--- config.mk ---
export PLATFORM = sky130hd
export DESIGN_NAME = utf8_stream_sanitizer
export DESIGN_NICKNAME = d
export VERILOG_FILES = /design/src/rtl/core/u8s_pkg.sv /design/src/rtl/core/utf8_stream_sanitizer.sv /design/src/rtl/core/u8s_front.sv /design/src/rtl/core/u8s_queue.sv /design/src/rtl/core/u8s_back.sv
export SDC_FILE = /design/constraint.sdc
export NUM_CORES = 1
export LEC_CHECK = 0
export ABC_AREA = 1
export BUFFER_PORTS_ARGS = -buffer_cell sky130_fd_sc_hd__buf_2
export CORE_ASPECT_RATIO = 0.6
export CORE_UTILIZATION = 35
export CTS_BUF_LIST = sky130_fd_sc_hd__clkbuf_2
export DETAILED_ROUTE_END_ITERATION = 10
export GPL_ROUTABILITY_DRIVEN = 0
export SLEW_MARGIN = 10
export SYNTH_ARGS = -nofsm -noshare
export SYNTH_HDL_FRONTEND = slang
export SYNTH_HIERARCHICAL = 1
export SYNTH_SLANG_ARGS = --single-unit
export TNS_END_PERCENT = 10
--- constraint.sdc ---
create_clock -name clk -period 5.25 [get_ports clk]
set_input_delay 0.2625 -clock clk [delete_from_list [all_inputs] [get_ports clk]]
set_output_delay 0.2625 -clock clk [all_outputs]
set_load 0.05 [all_outputs]
--- src/rtl/core/u8s_pkg.sv ---
// Shared types, constants and helpers for the UTF-8 stream sanitizer.
// No dependencies; every other file of the block imports this package.
package u8s_pkg;

	// Character codes used for replacement and filtering
	localparam logic [7:0] CH_QMARK = 8'h3F;
	localparam logic [7:0] CH_SPACE = 8'h20;
	localparam logic [7:0] CH_LF    = 8'h0A;
	localparam logic [7:0] CH_CR    = 8'h0D;
	localparam logic [7:0] CH_TAB   = 8'h09;

	// Most bytes that one input byte can release
	localparam int unsigned MAX_RESULTS = 4;

	// Default number of bursts buffered between front and back
	localparam int unsigned QUEUE_DEPTH = 4;

	// Upstream transaction: one raw byte
	typedef struct packed {
		logic [7:0] in_byte;
		logic       final_byte;
	} up_item_t;

	// Downstream transaction: one sanitized byte
	typedef struct packed {
		logic [7:0] out_byte;
		logic       run_last;
		logic       string_end;
	} dn_item_t;

	// All bytes released by one input byte, slot 0 first
	typedef struct packed {
		logic [MAX_RESULTS-1:0][7:0] bytes;
		logic [2:0]                  cnt;
		logic                        fin;
	} burst_t;

	// Queue status seen by front and back
	typedef struct packed {
		logic full;
		logic empty;
	} q_stat_t;

	// Sequence length coded in a lead byte, 0 if it is no lead byte
	function automatic logic [2:0] lead_len(input logic [7:0] b);
		logic [2:0] len;
		priority if (b[7:5] == 3'b110)
			len = 3'd2;
		else if (b[7:4] == 4'b1110)
			len = 3'd3;
		else if (b[7:3] == 5'b11110)
			len = 3'd4;
		else
			len = 3'd0;
		return len;
	endfunction

endpackage

--- src/rtl/core/utf8_stream_sanitizer.sv ---
// UTF-8 stream sanitizer, top level.
// Channels: up_valid/up_stall/up_data take one raw byte per transaction with
// a flag on the string's last byte; dn_valid/dn_stall/dn_data give one clean
// byte per transaction, with run_last on the last byte released by an input
// and string_end on the last byte of the string.
// Bytes below 0x20 other than tab, LF and CR become a space. Multibyte
// sequences are held until complete and then released whole; a cut sequence,
// a stray continuation or a byte 0xF8 and above becomes '?'.
// The front takes one input byte per cycle while each releases one byte
// and the queue has room; an input that releases several bytes holds the
// output until all of them have gone out. The output serializer, one byte
// per cycle while dn_stall is low, sets the rate; a QDEPTH-entry burst
// queue decouples it from the input side so the front keeps taking bytes
// meanwhile. Reset clears the open sequence, the queue and the output valid
// flag. When dn_stall is high the output holds; once the queue fills,
// up_stall rises. Depends on u8s_pkg, u8s_front, u8s_queue and u8s_back.
module utf8_stream_sanitizer #(
	parameter int unsigned QDEPTH = u8s_pkg::QUEUE_DEPTH
) (
	input  logic              clk,
	input  logic              arst_n,
	input  logic              up_valid,
	output logic              up_stall,
	input  u8s_pkg::up_item_t up_data,
	output logic              dn_valid,
	input  logic              dn_stall,
	output u8s_pkg::dn_item_t dn_data
);
	import u8s_pkg::*;

	logic     q_push;
	logic     q_pop;
	burst_t   wr_burst;
	burst_t   rd_burst;
	q_stat_t  q_stat;

	// Classify input bytes
	u8s_front u_front (
		.clk      (clk),
		.arst_n   (arst_n),
		.up_valid (up_valid),
		.up_stall (up_stall),
		.up_data  (up_data),
		.q_stat   (q_stat),
		.push     (q_push),
		.burst    (wr_burst)
	);

	// Buffer bursts
	u8s_queue #(
		.QDEPTH (QDEPTH)
	) u_queue (
		.clk      (clk),
		.arst_n   (arst_n),
		.push     (q_push),
		.wr_burst (wr_burst),
		.pop      (q_pop),
		.rd_burst (rd_burst),
		.q_stat   (q_stat)
	);

	// Serialize bursts to the output
	u8s_back u_back (
		.clk      (clk),
		.arst_n   (arst_n),
		.head     (rd_burst),
		.q_stat   (q_stat),
		.pop      (q_pop),
		.dn_valid (dn_valid),
		.dn_stall (dn_stall),
		.dn_data  (dn_data)
	);

`ifndef SYNTHESIS
	// Never push into a full queue
	a_no_overflow: assert property (@(posedge clk) disable iff (!arst_n)
		q_push |-> !q_stat.full)
		else $error("burst pushed into full queue");

	// Every queued burst carries one to four bytes
	a_burst_len: assert property (@(posedge clk) disable iff (!arst_n)
		q_push |-> (wr_burst.cnt != 3'd0 && wr_burst.cnt <= 3'd4))
		else $error("queued burst has bad length");

	// String end only closes the run of an input
	a_end_is_last: assert property (@(posedge clk) disable iff (!arst_n)
		(dn_valid && dn_data.string_end) |-> dn_data.run_last)
		else $error("string_end without run_last");
`endif

endmodule

--- src/rtl/core/u8s_front.sv ---
// Front end: accepts raw bytes, tracks the open multibyte sequence and
// builds one burst of released bytes per input. Depends on u8s_pkg.
module u8s_front (
	input  logic               clk,
	input  logic               arst_n,
	input  logic               up_valid,
	output logic               up_stall,
	input  u8s_pkg::up_item_t  up_data,
	input  u8s_pkg::q_stat_t   q_stat,
	output logic               push,
	output u8s_pkg::burst_t    burst
);
	import u8s_pkg::*;

	logic [7:0] lead_q;
	logic [7:0] cont_q [2];
	logic [1:0] hcnt_q;
	logic [2:0] slen_q;

	logic [7:0] lead_n;
	logic [1:0] hcnt_n;
	logic [2:0] slen_n;
	logic       cont_we;
	logic       accept;

	// Hold off upstream while the queue has no room
	assign up_stall = q_stat.full;
	assign accept   = up_valid && !up_stall;

	// Classify the byte and build the burst and next sequence state
	always_comb begin
		logic [7:0] b;
		logic       fin;
		logic       is_cont;
		logic [2:0] len;
		logic [7:0] fresh_val;
		logic       fresh_emit;
		logic       fresh_hold;
		logic [2:0] nq;

		b   = up_data.in_byte;
		fin = up_data.final_byte;
		is_cont = (b[7:6] == 2'b10);
		len = lead_len(b);

		// Treatment of a byte outside any open sequence
		fresh_val  = CH_QMARK;
		fresh_emit = 1'b1;
		fresh_hold = 1'b0;
		if (!b[7]) begin
			if (b < CH_SPACE && b != CH_LF && b != CH_CR && b != CH_TAB)
				fresh_val = CH_SPACE;
			else
				fresh_val = b;
		end else if (len != 3'd0 && !fin) begin
			fresh_emit = 1'b0;
			fresh_hold = 1'b1;
		end

		burst.bytes = {MAX_RESULTS{CH_QMARK}};
		burst.cnt   = 3'd0;
		burst.fin   = fin;
		lead_n  = lead_q;
		hcnt_n  = hcnt_q;
		slen_n  = slen_q;
		cont_we = 1'b0;
		nq      = {1'b0, hcnt_q} + 3'd1;

		if (slen_q != 3'd0 && is_cont) begin
			if ({1'b0, hcnt_q} + 3'd2 == slen_q) begin
				// Sequence complete: release it unchanged
				burst.bytes[0] = lead_q;
				burst.bytes[1] = (hcnt_q != 2'd0) ? cont_q[0] : b;
				burst.bytes[2] = (hcnt_q == 2'd2) ? cont_q[1] : b;
				burst.bytes[3] = b;
				burst.cnt = {1'b0, hcnt_q} + 3'd2;
				slen_n = 3'd0;
				hcnt_n = 2'd0;
				lead_n = 8'h00;
			end else begin
				// Hold the continuation; a string end flushes all as '?'
				cont_we = 1'b1;
				hcnt_n  = hcnt_q + 2'd1;
				if (fin)
					burst.cnt = {1'b0, hcnt_q} + 3'd2;
			end
		end else if (slen_q != 3'd0) begin
			// Cut short: '?' for lead and held bytes, then the byte afresh
			burst.bytes[nq[1:0]] = fresh_val;
			burst.cnt = nq + {2'b00, fresh_emit};
			lead_n = fresh_hold ? b : 8'h00;
			hcnt_n = 2'd0;
			slen_n = fresh_hold ? len : 3'd0;
		end else begin
			burst.bytes[0] = fresh_val;
			burst.cnt = {2'b00, fresh_emit};
			if (fresh_hold) begin
				lead_n = b;
				hcnt_n = 2'd0;
				slen_n = len;
			end
		end

		// String end closes any sequence
		if (fin) begin
			lead_n = 8'h00;
			hcnt_n = 2'd0;
			slen_n = 3'd0;
		end
	end

	// Queue only bursts that carry bytes
	assign push = accept && (burst.cnt != 3'd0);

	// Advance sequence state
	always_ff @(posedge clk or negedge arst_n) begin
		if (!arst_n) begin
			lead_q <= 8'h00;
			hcnt_q <= 2'd0;
			slen_q <= 3'd0;
		end else if (accept) begin
			lead_q <= lead_n;
			hcnt_q <= hcnt_n;
			slen_q <= slen_n;
		end
	end

	// Store continuation bytes
	always_ff @(posedge clk) begin
		if (accept && cont_we)
			cont_q[hcnt_q[0]] <= up_data.in_byte;
	end

endmodule

--- src/rtl/core/u8s_queue.sv ---
// Short burst queue between front and back ends.
// Depends on u8s_pkg for the burst and status types.
module u8s_queue #(
	parameter int unsigned QDEPTH = u8s_pkg::QUEUE_DEPTH
) (
	input  logic              clk,
	input  logic              arst_n,
	input  logic              push,
	input  u8s_pkg::burst_t   wr_burst,
	input  logic              pop,
	output u8s_pkg::burst_t   rd_burst,
	output u8s_pkg::q_stat_t  q_stat
);
	import u8s_pkg::*;

	localparam int unsigned PW = (QDEPTH > 1) ? $clog2(QDEPTH) : 1;
	localparam int unsigned CW = $clog2(QDEPTH + 1);

	burst_t          mem_q [QDEPTH];
	logic [PW-1:0]   wr_ptr_q;
	logic [PW-1:0]   rd_ptr_q;
	logic [CW-1:0]   count_q;

	assign q_stat.full  = (count_q == CW'(QDEPTH));
	assign q_stat.empty = (count_q == '0);
	assign rd_burst     = mem_q[rd_ptr_q];

	// Write the entry at the tail
	always_ff @(posedge clk) begin
		if (push)
			mem_q[wr_ptr_q] <= wr_burst;
	end

	// Advance pointers and occupancy
	always_ff @(posedge clk or negedge arst_n) begin
		if (!arst_n) begin
			wr_ptr_q <= '0;
			rd_ptr_q <= '0;
			count_q  <= '0;
		end else begin
			if (push)
				wr_ptr_q <= (wr_ptr_q == PW'(QDEPTH - 1)) ? '0 : wr_ptr_q + 1'b1;
			if (pop)
				rd_ptr_q <= (rd_ptr_q == PW'(QDEPTH - 1)) ? '0 : rd_ptr_q + 1'b1;
			if (push && !pop)
				count_q <= count_q + 1'b1;
			else if (pop && !push)
				count_q <= count_q - 1'b1;
		end
	end

endmodule

--- src/rtl/core/u8s_back.sv ---
// Back end: unpacks queued bursts into single bytes and drives the
// registered output channel. Depends on u8s_pkg.
module u8s_back (
	input  logic              clk,
	input  logic              arst_n,
	input  u8s_pkg::burst_t   head,
	input  u8s_pkg::q_stat_t  q_stat,
	output logic              pop,
	output logic              dn_valid,
	input  logic              dn_stall,
	output u8s_pkg::dn_item_t dn_data
);
	import u8s_pkg::*;

	burst_t    cur_q;
	logic      cur_valid_q;
	logic [1:0] idx_q;
	logic      out_valid_q;
	dn_item_t  out_data_q;

	logic      advance;
	logic      cur_last;

	assign advance  = !out_valid_q || !dn_stall;
	assign cur_last = ({1'b0, idx_q} + 3'd1 == cur_q.cnt);
	assign pop      = !q_stat.empty && (!cur_valid_q || (advance && cur_last));

	assign dn_valid = out_valid_q;
	assign dn_data  = out_data_q;

	// Load the next burst and step through its bytes
	always_ff @(posedge clk or negedge arst_n) begin
		if (!arst_n) begin
			cur_valid_q <= 1'b0;
			idx_q       <= 2'd0;
			out_valid_q <= 1'b0;
		end else begin
			if (advance)
				out_valid_q <= cur_valid_q;
			if (pop) begin
				cur_valid_q <= 1'b1;
				idx_q       <= 2'd0;
			end else if (advance && cur_valid_q) begin
				idx_q <= idx_q + 2'd1;
				if (cur_last)
					cur_valid_q <= 1'b0;
			end
		end
	end

	// Hold the burst and output payload
	always_ff @(posedge clk) begin
		if (pop)
			cur_q <= head;
		if (advance && cur_valid_q) begin
			out_data_q.out_byte   <= cur_q.bytes[idx_q];
			out_data_q.run_last   <= cur_last;
			out_data_q.string_end <= cur_last && cur_q.fin;
		end
	end

endmodule

==> impl_metrics.json, run 1 <==
{
  "cts_tree": "yes",
  "power_leakage_nw": 4.55,
  "startpoint": "up_data[0]",
  "fmaxAchievable_ghz": 0.307,
  "antenna_cells": 0,
  "internal-power_mw": 3.33,
  "r2r-end": "u_queue/mem_q[3][0]",
  "worst_pin_slew_ns": 0.883,
  "crit_end": "u_queue/mem_q[3][0]",
  "hold_violations": 0,
  "synth-edff-count": 206,
  "cts.sinks": 230,
  "dieArea_um2": 30300,
  "nNetsFinal": 974,
  "clockBufferDepth": 3,
  "report.final.slew_viol_count": 0,
  "path_clk_slew_ns": 0.11,
  "drc_errors": 0,
  "synth.area.top_cells": "edfxtp_1 (60%), nand2_1 (7.4%), o211ai_2 (6.0%), dfrtp_1 (5.8%), inv_1 (5.0%)",
  "worst-path-max-fanout": 22,
  "fin_skew_ns": 0.0620,
  "p_seq_frac": 0.465,
  "synth.cells.most_frequent": "edfxtp_1 (206), nand2_1 (205), inv_1 (139), o211ai_2 (50), nor2_1 (43)",
  "overflow": 0,
  "synth_cells": 878,
  "grt_first_pass_wirelength_mm": 36.5,
  "hold_path.class": "in -> reg",
  "via_per_inst": 4.63,
  "first_iter_violations": 598,
  "clock_latency_ns": 0.82,
  "ant_nets": 0,
  "arrival_ns": 3.74,
  "p_sw_frac": 0.388,
  "post-route-min-period_ns": 3.26,
  "areaGrowthSynthToFinish_pct": 10.5,
  "wire_per_inst_um": 16.9,
  "tns_ns": 0,
  "seq_area_frac_synth": 0.656,
  "grt.total_usage": 0.161,
  "grt_pass1_vias": 6129,
  "grt_antenna_before_repair": 1,
  "start_kind": "primary input",
  "grt_max_degree": 78,
  "drive_gt1_frac": 0.211,
  "dp_hpwl_mm": 15.1,
  "synth_seq_cells": 230,
  "p_comb_frac": 0.327,
  "vias": 6422,
  "die_w_um": 224,
  "clockRootBuffer": "clkbuf_2",
  "rsz0062_at_grt": "false",
  "crit_type": "in -> reg",
  "crit_required_ns": 5.73,
  "cts_buffers": 53,
  "dr.pass1.iters": 5,
  "power.density_nw_per_um2": 477,
  "r2r_start": "u_front/hcnt_q[0]",
  "ioPinCount": 25,
  "worstRegToRegCells": 13,
  "cts_setup_buffers": 0,
  "p_clk_frac": 0.208,
  "h-tree-depth": 2,
  "fp.coreArea_um2": 28900,
  "synth_most_common_cell": "edfxtp_1",
  "switchingPower_mw": 2.12,
  "ff2ff_setup_slack_ns": 2.12,
  "async_flop_share": 0.104,
  "rows": 48,
  "period_share": 0.621,
  "yosys_warnings": 6,
  "synthDistinctLibCells": 36,
  "netlist_area_um2": 10300,
  "finalSetupViolCount": 0,
  "fin_total_pwr_mw": 5.45,
  "crit_path_end_kind": "flop",
  "maxCapViolations": 0,
  "wirelength_mm": 23.5,
  "synth_top_area_share": 0.598,
  "ys.flop_type": "edfxtp_1",
  "status": "complete, no violations",
  "syn_nets": 906,
  "start_util": 0.358,
  "relSlewSlack": 0.412,
  "die_h_um": 135,
  "io_buffers": 24,
  "synth_top_area_cell": "edfxtp_1",
  "vdd_drop_max_mv": 0.227,
  "syn_avg_cell_area_um2": 11.8
}
==> cells by family (layout without fill, tap and decap cells) <==
logic type | count (synthesis) | in the layout | share of synthesized area
simple gates | 290 | 290 | 0.117
flops | 230 | 230 | 0.656
fa+ha+maj | 15 | 15 | 0.0196
compound gates | 159 | 159 | 0.127
buf+inv | 182 | 292 | 0.0775
xor+xnor | 2 | 2 | 0.00242
==> stage by stage <==
step	instance area (µm²)	utilization	std cells	worst slack (ns)	hold WS [ns]
after floorplan	10300	-	878	2.22	-0.0331
final	11400	0.396	1388	1.99	0.247
after detailed placement	10800	0.374	1277	1.74	0.337
after CTS	11400	0.396	1388	2.04	0.157
after global placement	10800	0.374	1277	1.75	0.328
after global routing	11400	0.396	1388	1.82	0.159
==> metal layers <==
metal / routed length [µm] / global-route usage / vias up
met4: 183 / 0.0327 / 0
li1: - / - / 3152
met2: 8580 / 0.199 / 212
met3: 1800 / 0.0466 / 23
met5: 0 / 0 / -
met1: 12900 / 0.267 / 3035
==> power groups by stage <==
stage,Clock [mW],Sequential [mW],Combinational (mW)
after detailed placement,0,2.58,1.78
final,1.13,2.54,1.78
after global routing,1.28,2.57,1.96
after global placement,0,2.57,1.76
after CTS,1.18,2.54,1.79
after floorplan,0,2.66,1.24
==> critical path, cell delays in order <==
cell and delay (ns):
dlygate4sd3_1 0.53, buf_2 0.15, inv_1 0.34, o211ai_2 0.24, ha_1 0.23, inv_1 0.06, fa_1 0.40, inv_1 0.06
nand2_1 0.04, nand2_1 0.18, nor2_1 0.07, a21oi_1 0.13, buf_4 0.18, nand2_1 0.06, inv_1 0.51, buf_12 0.27
==> cell usage in the layout (no fill, tap or decap), types with 24 or more instances in the layout <==
master	instances
o211ai_2	50
o21ai_0	42
nand2_1	205
buf_2	24
clkbuf_2	84
nor2_1	43
edfxtp_1	206
o211ai_1	31
inv_1	139
dfrtp_1	24
==> repair_timing <==
action | CTS | global route
endpoints found under the setup margin | 0 | 0
hold buffers | 14 | 0
endpoints found under the hold margin | 89 | 0
gates resized for setup | 0 | 0
==> flip-flops by register name (all words and copies together) (netlist names) <==
name / cells
u_back/cur_q: 36
u_back/cur_valid_q: 1
u_back/dn_data: 10
u_back/dn_valid: 1
u_back/idx_q: 2
u_front/cont_q: 16
u_front/hcnt_q: 2
u_front/lead_q: 8
u_front/slen_q: 3
u_queue/count_q: 3
u_queue/mem_q: 144
u_queue/rd_ptr_q: 2
u_queue/wr_ptr_q: 2
==> worst min-delay path by stage <==
stage / start / end / slack (ns) / cells past startpoint
3_5_place_dp: arst_n / u_back/dn_valid / 0.34 / 1
3_3_place_gp: arst_n / u_back/dn_valid / 0.33 / 1
6_report: dn_stall / u_back/dn_valid / 0.25 / 4
5_1_grt: up_data[2] / u_front/cont_q[0][1] / 0.16 / 2
2_1_floorplan: arst_n / u_back/cur_valid_q / -0.03 / 0
4_1_cts: dn_stall / u_back/dn_valid / 0.16 / 4
==> area by class of cell <==
cell class,instances,area [µm²]
multi-input cells,466,2760
repair buffers,48,348
inverters,147,559
clock inverters,13,57.6
well taps,400,500
flip-flops and latches,230,6790
clock buffers,84,420
fillers,2822,17500
No activity file was read; power rests on OpenSTA's default activity.
==> run 2, diff against run 1 <==
clock period = 2.8 ns   (was 5.25 ns; I/O delays follow)
==> run 2 against run 1 <==
Final cell count increased by 2.1%. Via count up 3.1%. Critical path depth is the same. Combinational power increased by 100%. Core utilization rose by 1.2 points. Sequential share of layout area decreased by 1.8 points. Final area up 3.1%. Die area is the same. Worst hold slack lost 0.15 ns. Count of clock-buffer cells in the layout is 1 higher. Non-clock buffer count is 33 higher. Register-to-register slack worse by 1.9 ns. Largest cell class unchanged. Largest power group unchanged.
==> impl_metrics.json, run 2 (synthesis gave the netlist of run 1 again) <==
{
  "cts.sinks": 230,
  "antenna_cells": 0,
  "wirelength_mm": 24.2,
  "fin_skew_ns": 0.0502,
  "rsz0062_at_grt": "false",
  "largest_register_ffs": 144,
  "grt.total_usage": 0.165,
  "final_util": 0.408,
  "hold_violations": 0,
  "crit_chain": "inv_2 -> ha_1 -> inv_1 -> fa_1 -> inv_1 -> nand2_1 -> nand2_1 -> nor2_1 -> a21oi_2 -> ha_1 -> inv_1 -> fa_1 -> nand2_1 -> nand3_1 -> nand2_1 -> nand2_1",
  "clockRootBuffer": "clkbuf_2",
  "final_cell_mix": "edfxtp_1 (206), nand2_1 (205), inv_1 (138)",
  "highest_layer": "met4",
  "crit_type": "reg -> reg",
  "start_util": 0.358,
  "status": "complete, no violations",
  "slowest_delay_ns": 0.42,
  "clock_latency_ns": 0.82,
  "crit_required_ns": 3.47,
  "wire_per_inst_um": 17.1,
  "dr.pass1.iters": 5,
  "wl_met2_mm": 8.29,
  "die_w_um": 224,
  "maxCapViolations": 0,
  "fp.coreArea_um2": 28900,
  "grt_max_degree": 49,
  "period_share": 0.918,
  "overflow": 0,
  "power_leakage_nw": 4.72,
  "worst_pin_slew_ns": 0.777,
  "power.density_nw_per_um2": 889,
  "arrival_ns": 3.24,
  "grt_pass1_vias": 6319,
  "rows": 48,
  "start_kind": "flop",
  "hold_path.class": "in -> reg",
  "startpoint": "u_front/hcnt_q[0]",
  "cpMostUsedCell": "nand2_1",
  "r2r_start": "u_front/hcnt_q[0]",
  "slowest_stage": "fa_1",
  "vias": 6621,
  "cts_buffers": 51,
  "worst-path-max-fanout": 2,
  "dp_hpwl_mm": 16.3,
  "crit_path_end_kind": "flop",
  "path_clk_slew_ns": 0.12,
  "dieArea_um2": 30300,
  "die_h_um": 135,
  "cts_tree": "yes",
  "ioPinCount": 25,
  "ant_nets": 0,
  "grt_antenna_before_repair": 1,
  "clockBufferDepth": 3,
  "finalSetupViolCount": 0,
  "h-tree-depth": 2,
  "first_iter_violations": 774,
  "wl_met3_mm": 1.65,
  "vdd_drop_max_mv": 0.403,
  "drive_gt1_frac": 0.237,
  "final_common_cell": "edfxtp_1",
  "relSlewSlack": 0.476,
  "grt_first_pass_wirelength_mm": 37.6,
  "fin_hold_ws_ns": 0.0990,
  "drc_errors": 0,
  "cts_setup_buffers": 0,
  "nNetsFinal": 1005,
  "post-route-min-period_ns": 2.57,
  "largest-register": "u_queue/mem_q",
  "areaGrowthSynthToFinish_pct": 13.9,
  "wl_met1_mm": 13.9,
  "fmaxAchievable_ghz": 0.389,
  "io_buffers": 24,
  "via_per_inst": 4.67,
  "hold_start": "up_data[3]",
  "report.final.slew_viol_count": 0
}
-- run 2: repair_timing --
| item | CTS | global route |
|---|---|---|
| gates resized for setup | 0 | 1 |
| endpoints found under the setup margin | 0 | 1 |
| endpoints found under the hold margin | 115 | 0 |
| hold buffers | 14 | 0 |
-- run 2: worst max-delay path: cells and delay by family, from the launching register on --
kind | cells | cell delay [ns]
fa+ha+maj | 4 | 1.13
simple gates | 7 | 0.52
flops | 1 | 0.41
buf+inv | 4 | 0.23
compound gates | 1 | 0.16
-- run 2: final timing paths --
path / to / slack, ns / cells after the start
min: u_front/cont_q[1][2] / 0.1 / 2
min in group asynchronous: u_back/cur_valid_q / 0.33 / 4
max in group asynchronous: u_queue/count_q[0] / 2.25 / 4
max reg2reg: u_queue/count_q[2] / 0.23 / 16
min reg2reg: u_front/lead_q[3] / 0.49 / 2
max: u_queue/count_q[2] / 0.23 / 16
-- run 2: per-layer routing --
layer  GRT usage  vias up
met5           0        -
met4      0.0381        0
met3      0.0393       31
met2       0.194      226
met1       0.286     3147
li1            -     3217
-- run 2: where the power goes --
part	internal [mW]	switching [mW]	total [mW]
logic	1.13	2.49	3.62
registers	4.53	0.222	4.75
clock network	0.785	1.32	2.11
total	6.44	4.04	10.5
-- run 2: cell type report --
type	instances	area (µm²)
inverters	147	563
multi-input cells	466	2760
well taps	400	500
clock buffers	85	425
flip-flops and latches	230	6790
clock inverters	8	33.8
fillers	2784	17100
repair buffers	81	718
-- run 2: stage by stage --
step / cell area [µm²] / power, mW / TNS, ns / worst slack, ns / std cells
2_1_floorplan: 10400 / 7.31 / -24.79 / -0.230 / 878
3_3_place_gp: 11200 / 8.39 / 0 / 0.0904 / 1310
3_5_place_dp: 11200 / 8.43 / 0 / 0.0201 / 1310
4_1_cts: 11800 / 10.6 / 0 / 0.191 / 1417
5_1_grt: 11800 / 11.2 / 0 / 0.0673 / 1417
6_report: 11800 / 10.5 / 0 / 0.231 / 1417
==> run 3, diff against run 2 <==
BUFFER_PORTS_ARGS = default   (was -buffer_cell sky130_fd_sc_hd__buf_2)
DONT_BUFFER_PORTS = 1   (was default)
HOLD_SLACK_MARGIN = 0.03   (was default)
==> run 3 against run 2 <==
Combinational power decreased by 9.1%. Worst hold slack improved by 0.045 ns. Critical path type unchanged. Global-route usage shrank 0.36 points. First-iteration DRC count down 21%. Critical path depth down 1. Via count decreased by 2.5%. Core utilization fell by 0.56 points. Clock skew down 0.0029 ns. Highest routed layer unchanged.
==> impl_metrics.json, run 3 (synthesis gave the netlist of run 1 again) <==
{
  "status": "complete, no violations",
  "cts_buffers": 50,
  "p_sw_frac": 0.385,
  "period_share": 0.938,
  "dp_cells": 1276,
  "cpMostUsedCell": "nand2_1",
  "vdd_drop_max_mv": 0.603,
  "tns_ns": 0,
  "wirelength_mm": 23.4,
  "p_comb_frac": 0.316,
  "finalSetupViolCount": 0,
  "path_clk_slew_ns": 0.13,
  "rows": 48,
  "drive_gt1_frac": 0.216,
  "crit_path_end_kind": "flop",
  "power.density_nw_per_um2": 898,
  "p_clk_frac": 0.209,
  "arrival_ns": 3.33,
  "die_h_um": 135,
  "grt_first_pass_wirelength_mm": 36.5,
  "nNetsFinal": 974,
  "fp.coreArea_um2": 28900,
  "crit_chain": "inv_2 -> ha_1 -> inv_1 -> fa_1 -> inv_1 -> nand2_1 -> nand2_1 -> nor2_1 -> a21oi_2 -> buf_4 -> ha_1 -> inv_1 -> fa_2 -> nand2_1 -> nand2_1",
  "h-tree-depth": 2,
  "fin_cells": 1387,
  "report.final.slew_viol_count": 0,
  "grt_pass1_vias": 6181,
  "crit_required_ns": 3.50,
  "grt_max_degree": 50,
  "grt.total_usage": 0.162,
  "areaGrowthSynthToFinish_pct": 12.4,
  "post_dp_cell_area_um2": 10900,
  "r2r_start": "u_front/hcnt_q[0]",
  "hold_path.class": "in -> reg",
  "ioPinCount": 25,
  "worst_pin_slew_ns": 0.780,
  "fin_skew_ns": 0.0473,
  "switchingPower_mw": 4.01,
  "dr.pass1.iters": 5,
  "worst-path-max-fanout": 2,
  "holdPathStages": 1,
  "slowest_delay_ns": 0.48,
  "maxCapViolations": 0,
  "start_kind": "flop",
  "worstRegToRegCells": 15,
  "relSlewSlack": 0.475,
  "crit_type": "reg -> reg",
  "cts_setup_buffers": 0,
  "slowest_stage": "fa_1",
  "post-route-min-period_ns": 2.63,
  "dp_hpwl_mm": 15.5,
  "cts.sinks": 230,
  "place_ws_ns": 0.0724,
  "dieArea_um2": 30300,
  "rsz0062_at_grt": "false",
  "clock_latency_ns": 0.81,
  "worst_slack_ns": 0.174,
  "final_cell_mix": "edfxtp_1 (206), nand2_1 (204), inv_1 (138)",
  "power_leakage_nw": 4.60,
  "largest_register_ffs": 144,
  "fill_cells": 2803,
  "internal-power_mw": 6.42,
  "hold_violations": 0,
  "p_seq_frac": 0.475,
  "wire_per_inst_um": 16.9,
  "cts_tree": "yes",
  "first_iter_violations": 609,
  "design_area_um2": 11600,
  "via_per_inst": 4.65,
  "vias": 6455,
  "io_buffers": 0,
  "die_w_um": 224,
  "clockBufferDepth": 3,
  "overflow": 0,
  "largest-register": "u_queue/mem_q",
  "ff2ff_setup_slack_ns": 0.17,
  "hold_start": "up_data[0]",
  "fin_hold_ws_ns": 0.144,
  "start_util": 0.358,
  "startpoint": "u_front/hcnt_q[0]",
  "drc_errors": 0,
  "clockRootBuffer": "clkbuf_2",
  "grt_antenna_before_repair": 1,
  "fmaxAchievable_ghz": 0.381,
  "final_common_cell": "edfxtp_1",
  "ant_nets": 0
}
==> run 3: cell types whose count changed in the layout (fill, tap and decap cells not counted), sizes merged <==
cell / delta
inv: +2
clkbuf: -3
dlygate4sd3: +3
clkinvlp: -1
diode: +1
buf: -33
bufinv: +1
==> run 3: final timing paths <==
path,endpoint
hold / removal,u_queue/mem_q[1][0]
setup / recovery,u_queue/count_q[1]
max in group asynchronous,u_back/idx_q[1]
min in group asynchronous,u_front/slen_q[1]
hold reg to reg,u_front/lead_q[6]
setup reg to reg,u_queue/count_q[1]
==> run 3: area by class of cell <==
| cell class | count | area [µm²] | area share |
|---|---|---|---|
| Clock buffer | 82 | 410 | 0.0353 |
| Sequential cell | 230 | 6790 | 0.584 |
| Antenna cell | 1 | 2.50 | 0.000215 |
| Inverter | 147 | 563 | 0.0484 |
| Timing Repair Buffer | 51 | 523 | 0.0450 |
| Tap cell | 400 | 500 | 0.0430 |
| Clock inverter | 10 | 66.3 | 0.00570 |
| Multi-Input combinational cell | 466 | 2780 | 0.239 |
==> run 3: power by group through the flow <==
stage	registers (mW)	clock network, mW	logic (mW)
global placement	5.03	0	3.21
floorplan	4.99	0	2.32
CTS	4.96	2.27	3.31
detailed placement	5.04	0	3.25
global route	5.02	2.43	3.65
finish	4.96	2.18	3.29
==> run 3: timing repair <==
action,in CTS,in global routing
setup endpoints to repair,0,1
hold buffers,18,0
resized for setup,0,4
hold endpoints to repair,216,0
==> run 3: critical path, delay by kind of cell, from the launching register on <==
family                   cells  cell delay [ns]
adder cells (fa/ha/maj)      4             1.27
buffers and inverters        5             0.42
flip-flops                   1             0.40
AND/OR/NAND/NOR              5             0.38
AO/OA/AOI/OAI                1             0.06
==> run 3: metrics by stage <==
| step | utilization | power (mW) |
|---|---|---|
| floorplan | - | 7.31 |
| global placement | 0.379 | 8.25 |
| detailed placement | 0.379 | 8.29 |
| CTS | 0.402 | 10.5 |
| global route | 0.403 | 11.1 |
| finish | 0.403 | 10.4 |
==> run 3: metal layers <==
metal / wire length, µm / track usage / part of all wire
met1: 12700 / 0.264 / 0.54
met2: 8540 / 0.203 / 0.36
met4: 304 / 0.0419 / 0.013
met3: 1820 / 0.0434 / 0.078
met5: 0 / 0 / 0
